### src/rtl/core/swsr_pkg.sv
`default_nettype none

package swsr_pkg;

    // command codes carried on the mode field
    localparam logic [1:0] MODE_TICK  = 2'd0;
    localparam logic [1:0] MODE_START = 2'd1;
    localparam logic [1:0] MODE_READ  = 2'd2;

    // line driver codes
    localparam logic [1:0] LINE_RELEASE    = 2'd0;
    localparam logic [1:0] LINE_DRIVE_LOW  = 2'd1;
    localparam logic [1:0] LINE_DRIVE_HIGH = 2'd2;

    // register indexes (byte address is 4 * index)
    localparam int          REG_IDX_W          = 3;
    localparam logic [2:0]  REG_START_LOW      = 3'd0;
    localparam logic [2:0]  REG_START_HIGH     = 3'd1;
    localparam logic [2:0]  REG_ANSWER_WAIT    = 3'd2;
    localparam logic [2:0]  REG_ANSWER_CHECK   = 3'd3;
    localparam logic [2:0]  REG_BIT_SAMPLE     = 3'd4;
    localparam logic [2:0]  REG_EDGE_TIMEOUT   = 3'd5;

    // register reset values in microseconds
    localparam logic [15:0] START_LOW_RST      = 16'd1300;
    localparam logic [15:0] START_HIGH_RST     = 16'd30;
    localparam logic [15:0] ANSWER_WAIT_RST    = 16'd40;
    localparam logic [15:0] ANSWER_CHECK_RST   = 16'd80;
    localparam logic [15:0] BIT_SAMPLE_RST     = 16'd40;
    localparam logic [15:0] EDGE_TIMEOUT_RST   = 16'd2000;

    typedef struct packed {
        logic [15:0] start_low_time;
        logic [15:0] start_high_time;
        logic [15:0] answer_wait_time;
        logic [15:0] answer_check_time;
        logic [15:0] bit_sample_time;
        logic [15:0] edge_timeout;
    } swsr_cfg_t;

    typedef struct packed {
        logic [1:0] line_control;
        logic       busy;
        logic       done;
        logic       response_ok;
        logic [7:0] data_byte;
    } swsr_res_t;

endpackage

`default_nettype wire

### src/rtl/core/swsr_cfg.sv
`default_nettype none

module swsr_cfg
    import swsr_pkg::*;
(
    input  wire logic        clk,
    input  wire logic        rst_n,
    input  wire logic        psel,
    input  wire logic        penable,
    input  wire logic        pwrite,
    input  wire logic [4:0]  paddr,
    input  wire logic [31:0] pwdata,
    output logic      [31:0] prdata,
    output logic             pready,
    output swsr_cfg_t        cfg
);

    swsr_cfg_t             cfg_reg;
    logic                  wr_en;
    logic [REG_IDX_W-1:0]  reg_idx;

    assign pready  = 1'b1;
    assign wr_en   = psel & penable & pwrite;
    assign reg_idx = paddr[4:2];
    assign cfg     = cfg_reg;

    always_ff @(posedge clk or negedge rst_n)
    begin
        if (!rst_n)
        begin
            cfg_reg.start_low_time    <= START_LOW_RST;
            cfg_reg.start_high_time   <= START_HIGH_RST;
            cfg_reg.answer_wait_time  <= ANSWER_WAIT_RST;
            cfg_reg.answer_check_time <= ANSWER_CHECK_RST;
            cfg_reg.bit_sample_time   <= BIT_SAMPLE_RST;
            cfg_reg.edge_timeout      <= EDGE_TIMEOUT_RST;
        end
        else if (wr_en)
        begin
            unique case (reg_idx)
                REG_START_LOW:    cfg_reg.start_low_time    <= pwdata[15:0];
                REG_START_HIGH:   cfg_reg.start_high_time   <= pwdata[15:0];
                REG_ANSWER_WAIT:  cfg_reg.answer_wait_time  <= pwdata[15:0];
                REG_ANSWER_CHECK: cfg_reg.answer_check_time <= pwdata[15:0];
                REG_BIT_SAMPLE:   cfg_reg.bit_sample_time   <= pwdata[15:0];
                REG_EDGE_TIMEOUT: cfg_reg.edge_timeout      <= pwdata[15:0];
                default:          ;
            endcase
        end
    end

    always_comb
    begin
        unique case (reg_idx)
            REG_START_LOW:    prdata = {16'd0, cfg_reg.start_low_time};
            REG_START_HIGH:   prdata = {16'd0, cfg_reg.start_high_time};
            REG_ANSWER_WAIT:  prdata = {16'd0, cfg_reg.answer_wait_time};
            REG_ANSWER_CHECK: prdata = {16'd0, cfg_reg.answer_check_time};
            REG_BIT_SAMPLE:   prdata = {16'd0, cfg_reg.bit_sample_time};
            REG_EDGE_TIMEOUT: prdata = {16'd0, cfg_reg.edge_timeout};
            default:          prdata = 32'd0;
        endcase
    end

endmodule

`default_nettype wire

### src/rtl/core/swsr_seq.sv
`default_nettype none

module swsr_seq
    import swsr_pkg::*;
(
    input  wire logic       clk,
    input  wire logic       rst_n,
    input  wire logic       tick_en,
    input  wire logic [1:0] mode,
    input  wire logic       line_level,
    input  wire swsr_cfg_t  cfg,
    output swsr_res_t       res
);

    typedef enum logic [3:0] {
        PH_IDLE       = 4'd0,
        PH_START_LOW  = 4'd1,
        PH_START_HIGH = 4'd2,
        PH_ANS_WAIT   = 4'd3,
        PH_ANS_CHECK  = 4'd4,
        PH_FALL_WAIT  = 4'd5,
        PH_RD_RISE    = 4'd6,
        PH_RD_SAMPLE  = 4'd7,
        PH_RD_FALL    = 4'd8
    } phase_t;

    phase_t      phase_reg,      phase_next;
    logic [15:0] time_count_reg, time_count_next;
    logic [2:0]  bit_index_reg,  bit_index_next;
    logic [7:0]  shift_byte_reg, shift_byte_next;
    logic        answer_reg,     answer_next;
    logic        done;
    logic [15:0] count_inc;

    assign count_inc = time_count_reg + 16'd1;

    always_comb
    begin
        phase_next      = phase_reg;
        time_count_next = count_inc;
        bit_index_next  = bit_index_reg;
        shift_byte_next = shift_byte_reg;
        answer_next     = answer_reg;
        done            = 1'b0;

        unique case (phase_reg)
            PH_START_LOW:
            begin
                if (count_inc >= cfg.start_low_time)
                begin
                    phase_next      = PH_START_HIGH;
                    time_count_next = 16'd0;
                end
            end
            PH_START_HIGH:
            begin
                if (count_inc >= cfg.start_high_time)
                begin
                    phase_next      = PH_ANS_WAIT;
                    time_count_next = 16'd0;
                end
            end
            PH_ANS_WAIT:
            begin
                if (count_inc >= cfg.answer_wait_time)
                begin
                    // no low answer skips the high check
                    phase_next      = line_level ? PH_FALL_WAIT : PH_ANS_CHECK;
                    time_count_next = 16'd0;
                end
            end
            PH_ANS_CHECK:
            begin
                if (count_inc >= cfg.answer_check_time)
                begin
                    if (line_level)
                    begin
                        answer_next = 1'b1;
                    end
                    phase_next      = PH_FALL_WAIT;
                    time_count_next = 16'd0;
                end
            end
            PH_FALL_WAIT:
            begin
                if (!line_level || count_inc >= cfg.edge_timeout)
                begin
                    phase_next      = PH_IDLE;
                    time_count_next = 16'd0;
                    done            = 1'b1;
                end
            end
            PH_RD_RISE:
            begin
                // timeout samples the bit anyway
                if (line_level || count_inc >= cfg.edge_timeout)
                begin
                    phase_next      = PH_RD_SAMPLE;
                    time_count_next = 16'd0;
                end
            end
            PH_RD_SAMPLE:
            begin
                if (count_inc >= cfg.bit_sample_time)
                begin
                    shift_byte_next[3'd7 - bit_index_reg] = line_level;
                    phase_next      = PH_RD_FALL;
                    time_count_next = 16'd0;
                end
            end
            PH_RD_FALL:
            begin
                if (!line_level || count_inc >= cfg.edge_timeout)
                begin
                    time_count_next = 16'd0;
                    if (bit_index_reg == 3'd7)
                    begin
                        phase_next     = PH_IDLE;
                        bit_index_next = 3'd0;
                        done           = 1'b1;
                    end
                    else
                    begin
                        phase_next     = PH_RD_RISE;
                        bit_index_next = bit_index_reg + 3'd1;
                    end
                end
            end
            default:
            begin
                phase_next      = PH_IDLE;
                time_count_next = time_count_reg;
                if (mode == MODE_START)
                begin
                    answer_next     = 1'b0;
                    phase_next      = PH_START_LOW;
                    time_count_next = 16'd0;
                end
                else if (mode == MODE_READ)
                begin
                    shift_byte_next = 8'd0;
                    bit_index_next  = 3'd0;
                    phase_next      = PH_RD_RISE;
                    time_count_next = 16'd0;
                end
            end
        endcase
    end

    always_ff @(posedge clk or negedge rst_n)
    begin
        if (!rst_n)
        begin
            phase_reg      <= PH_IDLE;
            time_count_reg <= 16'd0;
            bit_index_reg  <= 3'd0;
            shift_byte_reg <= 8'd0;
            answer_reg     <= 1'b0;
        end
        else if (tick_en)
        begin
            phase_reg      <= phase_next;
            time_count_reg <= time_count_next;
            bit_index_reg  <= bit_index_next;
            shift_byte_reg <= shift_byte_next;
            answer_reg     <= answer_next;
        end
    end

    // outputs reflect the state after this tick
    always_comb
    begin
        if (phase_next == PH_START_LOW)
        begin
            res.line_control = LINE_DRIVE_LOW;
        end
        else if (phase_next == PH_START_HIGH)
        begin
            res.line_control = LINE_DRIVE_HIGH;
        end
        else
        begin
            res.line_control = LINE_RELEASE;
        end
        res.busy        = (phase_next != PH_IDLE);
        res.done        = done;
        res.response_ok = answer_next;
        res.data_byte   = shift_byte_next;
    end

endmodule

`default_nettype wire

### src/rtl/core/single_wire_sensor_receiver.sv
`default_nettype none

// Master-side sequencer for a single-wire temperature and humidity sensor.
// Every input beat is one microsecond tick carrying the sampled data line
// level and an optional command (start sequence or byte read); every accepted
// beat yields exactly one output beat with the line driver code, busy and done
// flags, the answer flag of the last start and the byte being assembled.
// A tick is accepted every clock unless stalled; the sequencer step is
// combinational logic feeding the output register, so the rate is one
// beat per cycle, and a new tick is taken while the previous result waits as
// long as the output side is not stalled. Timing registers sit on the APB
// port at byte addresses 0x00..0x14 and are to be written only while idle.

module single_wire_sensor_receiver
    import swsr_pkg::*;
(
    input  wire logic        clk,
    input  wire logic        rst_n,

    // tick channel
    input  wire logic        in_valid,
    output logic             in_stall,
    input  wire logic [1:0]  mode,
    input  wire logic        line_level,

    // result channel
    output logic             out_valid,
    input  wire logic        out_stall,
    output logic      [1:0]  line_control,
    output logic             busy_res,
    output logic             done_res,
    output logic             response_ok,
    output logic      [7:0]  data_byte,

    // configuration port
    input  wire logic        psel,
    input  wire logic        penable,
    input  wire logic        pwrite,
    input  wire logic [4:0]  paddr,
    input  wire logic [31:0] pwdata,
    output logic      [31:0] prdata,
    output logic             pready
);

    swsr_cfg_t cfg;
    swsr_res_t res;
    swsr_res_t res_reg;
    logic      out_valid_reg;
    logic      in_accept;

    // timing registers
    swsr_cfg u_cfg (
        .clk     (clk),
        .rst_n   (rst_n),
        .psel    (psel),
        .penable (penable),
        .pwrite  (pwrite),
        .paddr   (paddr),
        .pwdata  (pwdata),
        .prdata  (prdata),
        .pready  (pready),
        .cfg     (cfg)
    );

    // stall only while a result is held and the consumer is stalled
    assign in_stall  = out_valid_reg & out_stall;
    assign in_accept = in_valid & ~in_stall;

    // one sequencer step per accepted tick
    swsr_seq u_seq (
        .clk        (clk),
        .rst_n      (rst_n),
        .tick_en    (in_accept),
        .mode       (mode),
        .line_level (line_level),
        .cfg        (cfg),
        .res        (res)
    );

    // output register
    always_ff @(posedge clk or negedge rst_n)
    begin
        if (!rst_n)
        begin
            out_valid_reg <= 1'b0;
        end
        else if (in_accept)
        begin
            out_valid_reg <= 1'b1;
        end
        else if (!out_stall)
        begin
            out_valid_reg <= 1'b0;
        end
    end

    // payload needs no reset
    always_ff @(posedge clk)
    begin
        if (in_accept)
        begin
            res_reg <= res;
        end
    end

    assign out_valid    = out_valid_reg;
    assign line_control = res_reg.line_control;
    assign busy_res     = res_reg.busy;
    assign done_res     = res_reg.done;
    assign response_ok  = res_reg.response_ok;
    assign data_byte    = res_reg.data_byte;

endmodule

`default_nettype wire
### config.mk
export PLATFORM = sky130hd
export DESIGN_NAME = single_wire_sensor_receiver
export DESIGN_NICKNAME = d
export VERILOG_FILES = /design/src/rtl/core/swsr_pkg.sv /design/src/rtl/core/swsr_cfg.sv /design/src/rtl/core/swsr_seq.sv /design/src/rtl/core/single_wire_sensor_receiver.sv
export SDC_FILE = /design/constraint.sdc
export NUM_CORES = 1
export LEC_CHECK = 0
export ABC_AREA = 1
export BUFFER_PORTS_ARGS = -buffer_cell sky130_fd_sc_hd__buf_2
export CORE_AREA = 3 3 123 125
export CTS_BUF_LIST = sky130_fd_sc_hd__clkbuf_8
export DETAILED_ROUTE_END_ITERATION = 12
export DIE_AREA = 0 0 126 128
export GPL_ROUTABILITY_DRIVEN = 0
export PLACE_DENSITY = 0.89
export SETUP_SLACK_MARGIN = 0.3
export SLEW_MARGIN = 10
export SYNTH_ARGS = -nofsm -noshare
export SYNTH_HDL_FRONTEND = slang
export SYNTH_SLANG_ARGS = --single-unit
### constraint.sdc
create_clock -name clk -period 5.75 [get_ports clk]
set_input_delay 0.575 -clock clk [delete_from_list [all_inputs] [get_ports clk]]
set_output_delay 0.575 -clock clk [all_outputs]
set_load 0.1 [all_outputs]
[Yosys cells after proc, flatten, opt, wreduce, memory -nomap -nowiden]
Cells that the tools add are included.
Word-level totals
  register bits: 142
  latch bits: 0
  bits in writable memories: 0
  memory bits (read-only): 0
  logic and storage cells: 122
  memories kept: 0
Cells by class
  add/subtract/negate cells: 3
  multipliers: 0
  div/mod/pow operators: 0
  $lt $le $gt $ge: 8
  equal/unequal tests: 21
  shifts and indexed selects: 0
  mux-type cells: 47
  bitwise operators: 6
  reductions and logical operators: 20
Operator list (number)
  2-to-1 mux 16 bit: 9
  case mux 16 bit (7 select lines): 1
  greater-or-equal comparator 16 bit: 6
  case mux 16 bit (6 select lines): 1
  2-to-1 mux 4 bit: 9
  case mux 4 bit (8 select lines): 1
  2-to-1 mux 8 bit: 3
  OR reduction 7 bit: 3
  2-to-1 mux 3 bit: 6
  adder 16 x 1 -> 16 bit, second input constant: 1
  == test 4 x 3 -> 1 bit, second input constant: 4
  case mux 8 bit (2 select lines): 1
  AND reduction 2 bit: 7
  == test 4 x 2 -> 1 bit, second input constant: 3
  2-to-1 mux 1 bit: 10
  == test 3 bit, second input constant: 3
  nonzero test 9 bit: 1
  bitwise mux 8 bit: 1
  == test 4 x 1 -> 1 bit, second input constant: 2
  == test 3 x 2 -> 1 bit, second input constant: 2
  case mux 3 bit (2 select lines): 1
  AND reduction 5 bit: 1
  AND 1 bit: 4
  == test 4 bit, second input constant: 1
  other kinds (20): 24

[Longest topological paths before layout]
  depth after elaboration: 8
  mapped depth: 24

[Cells and area by module]
Synthesis repeated with hierarchy kept, for this count alone.
Second synthesis, totals
  cell total of the unflattened synthesis: 1423
  area, all modules: 10552.6 um^2
By module, submodules not included
  swsr_cfg: instances 1, cells each 621, area each 5088.6 um^2
  swsr_seq: instances 1, cells each 783, area each 5028.6 um^2
  single_wire_sensor_receiver: instances 1, cells each 19, area each 435.4 um^2

[Worst setup path after synthesis]
Ideal clock, no wire load.
  path type: input -> output
  start point: input port paddr[4]
  end point: output port prdata[14]
  data arrival time: 2.889 ns
  setup slack: 2.286 ns
  stages: 4
  path through: clkbuf_2 > nor3_2 > inv_1 > o2111ai_1
On the way
  cells in the longest elaborated chain, start to end: 2
  elaborated cells between the ends (all ways): 7
  those cells by class: 5 x eq/ne; 1 x mux; 1 x reduce/logical
Ends and longest elaborated chain
  from (decl): RTL line single_wire_sensor_receiver.sv:39  | input wire logic [4:0] paddr,
  == test 3 bit (tied with other cells): RTL line swsr_cfg.sv:54  | unique case (reg_idx)
  case mux 16 bit (6 select lines) (*): RTL line swsr_cfg.sv:54
  to (decl): RTL line single_wire_sensor_receiver.sv:41  | output logic [31:0] prdata,
Every way passes the cells marked *; elsewhere a longest branch is shown, timed or not.

==> key figures <==
Setup path
  • Data arrival time of the worst path: 4320 ps
  • Data required time of the worst path: 5980 ps
  • Crit path launch type: flip-flop
  • Number of buffers and inverters on the critical path: 3
  • Largest fanout of any net on the critical path: 17
  • Crit. End Element: flip-flop
  • Cell-by-cell trace of the critical path: ha_1 -> nand2_1 -> nor2_1 -> nand3_1 -> nor2_1 -> nand3_1 -> nor3_1 -> xor2_1 -> inv_1 -> ha_1 -> nand2_1 -> o21ai_0 -> a21oi_2 -> nand3_2 -> nand2_1 -> nand2_1 -> inv_1 -> nand4_1 -> inv_1 -> nand2_1
  • CP Class: reg2reg
  • Kind of cell adding the most delay to the critical path: simple AND/OR/NAND/NOR gates
  • CP max stage delay: about 570 ps
  • Slowest-stage cell, CP: dfrtp_1
  • Cell with the most instances on the worst path: nand2_1

Drt
  • Met1 wire length: between 10000 and 15000 um
  • Via-per-instance ratio: 5.892
  • Total wirelength of the detailed-routed design: 25010 um
  • Metal3 WL: around 2100 um
  • Routed wire length per instance: 16.95 um
  • DRC: 0
  • Number of detailed-routing iterations run before antenna repair: 7
  • Highest Signal Layer: met4
  • Number of DRC markers after the initial detailed-route iteration: approximately 1000
  • Detailed-route via count: slightly below 9000
  • Routed length on met2: 11470 um
  • Number of routed nets with antenna violations: 0

Synth
  • Commonest cells post-synth: nand2_1, inv_1, o21ai_0, dfrtp_1, ha_1
  • Sequential element share of the synthesized area: 38.48%
  • Avg Inst Size Synth: 7.685 um^2
  • Distinct cell type count after synthesis: 45
  • Leading cell type by number of instances after synthesis: nand2_1
  • Post-synthesis cell count: 1232
  • Warnings, synthesis: 0
  • Netlist area before placement: 0.009468 mm^2
  • Share of synthesized flip-flops with an asynchronous set or reset: 90.85%
  • Top area cells in the synthesized netlist: dfrtp_1, nand2_1, ha_1
  • Portion of synthesized cell area occupied by the leading cell type: between 20% and 30%
  • Number of storage elements in the synthesis netlist: 142
  • Post-synth EDFFs: 13
  • Cell type with the largest total area after synthesis: dfrtp_1
  • Top flip-flop cell by instance count after synthesis: dfrtp_1

Cells and area
  • Antenna cell count: 0
  • Max reg flops: between 90 and 100
  • Fin nets: 1428
  • Synth-to-layout area growth: 7.863%
  • Fraction of layout cells with a size suffix above 1: 11.58%
  • End-of-flow core utilization: 73.01%

Clock tree
  • Worst-skew pair later-pin latency: 470 ps
  • Setup Fix Bufs, Post-CTS: 0
  • Master cell of the clock root buffer: clkbuf_8
  • CTS tree: done
  • Number of buffers inserted during clock tree synthesis: 17
  • Resized Gates After CTS: 0
  • Hold-fix buffers at CTS: 0
  • CTS HTree Levels: 4
  • Max clock buf depth: 2
  • CTS clock-pin slew for the worst setup and hold paths: 80 ps
  • Total clock sinks: 142

STA
  • Worst Hold Slack: roughly 100 ps
  • Slew of the pin with the lowest slew margin: 1269 ps
  • Setup clock skew after layout: ~9.6 ps
  • Post-route setup slack: between 1500 and 2000 ps
  • Number of pins with negative max-slew slack in the final report: 0
  • Achievable clock frequency: 244.9 MHz
  • Final period utilization: 71.02%
  • Slew headroom: ~15%
  • Count of final hold-check violations: 0
  • Min cycle time layout: between 4000 and 5000 ps
  • Final setup violating endpoints: 0
  • RSZ-0062 raised after global routing: false
  • Setup TNS Final: 0 ps

Floorplanning
  • Chip height: roughly 130 um
  • Io pins: 95
  • Starting density of the core: 67.68%
  • X dimension of the die: 126 um
  • Number of core rows: 43
  • Floorplan die area: 0.01613 mm^2
  • Area of the core: 0.01399 mm^2

Global routing
  • Antenna violations before repair: 0
  • Global-route usage over all layers: 31.31%
  • Number of global-route vias before repair: 8217
  • Total overflow reported by the global router: 0
  • First-pass GRT wire length: approximately 40000 um
  • Pin count of the biggest net entering global routing: 84

Power and ir drop
  • Power Total: between 3 and 4 mW
  • Leakage dissipation: approximately 5.4 nW
  • Maximum vdd ir drop: 0.2852 mV
  • Cell area power density: 345.4 mW/mm^2

Place
  • Worst slack after detailed placement: 1777 ps
  • HPWL after DPL: 17780 um
  • Number of port buffers: slightly below 60

Run
  • Reported max-cap violation count: 0

Outcome
  • Run status: finished clean

Min path
  • Type of the tightest min-delay check: in2async
-- worst paths after layout --
path	start	endpoint	slack (ps)	depth (start not counted)
min in group clk	in_valid	out_valid$_DFFE_PN0P_	310	3
max	u_seq.time_count_reg[0]$_DFFE_PN0P_	busy_res$_DFFE_PP_	1670	20
min	rst_n	u_cfg.cfg[27]$_DFFE_PN0P_	100	1
min reg2reg	out_valid$_DFFE_PN0P_	out_valid$_DFFE_PN0P_	490	2
max in group asynchronous	rst_n	u_seq.time_count_reg[4]$_DFFE_PN0P_	4190	2
max reg2reg	u_seq.time_count_reg[0]$_DFFE_PN0P_	busy_res$_DFFE_PP_	1670	20
-- layout by cell type, fill, tap and decap left out, types with 14 or more instances in the layout --
master	n
dfrtp_1	109
dfstp_2	20
inv_1	193
o21ai_0	115
nand2_1	332
a21oi_1	54
clkbuf_8	18
nor2_1	54
nand3_1	59
ha_1	99
buf_2	58
nand4_1	14
conb_1	17
-- routing by layer --
metal	track usage, %	vias up
li1	-	4088
met4	18.23	0
met3	7.583	112
met5	0	-
met2	49.67	448
met1	39.24	4042
-- metrics by stage --
| step | instance area [um^2] | instances |
|---|---|---|
| floorplan | 9524 | 1247 |
| global placement | 9821 | 1443 |
| detailed placement | 9821 | 1443 |
| CTS | 10210 | 1475 |
| global route | 10210 | 1475 |
| finish | 10210 | 1475 |
-- power by group --
group	switching, mW	leakage (nW)	total [mW]	internal, mW
combinational	1.01	3.51	1.38	0.368
sequential	0.131	1.74	1.35	1.22
clock	0.405	0.187	0.799	0.394
-- kinds of logic after synthesis --
group                      after synthesis  synth area share (%)
and+or+nand+nor                        497                 22.64
xor gates and xnor gates                11                 1.018
adders and majority gates               99                 13.08
other                                    2               0.07932
buffers and inverters                  249                 10.86
DFF                                    142                 38.48
AOI/OAI and AO/OA                      232                 13.84
-- cell type report --
type                       instances  area [um^2]
clock buffer                      18        247.7
clock inverter                    14        143.9
fill                            1069         3776
inverter                         200        752.0
multi-input combinational        856         4857
sequential                       142         3643
tap                              180        225.2
timing repair buffer              65        342.8
No activity file was read; power rests on OpenSTA's default activity.
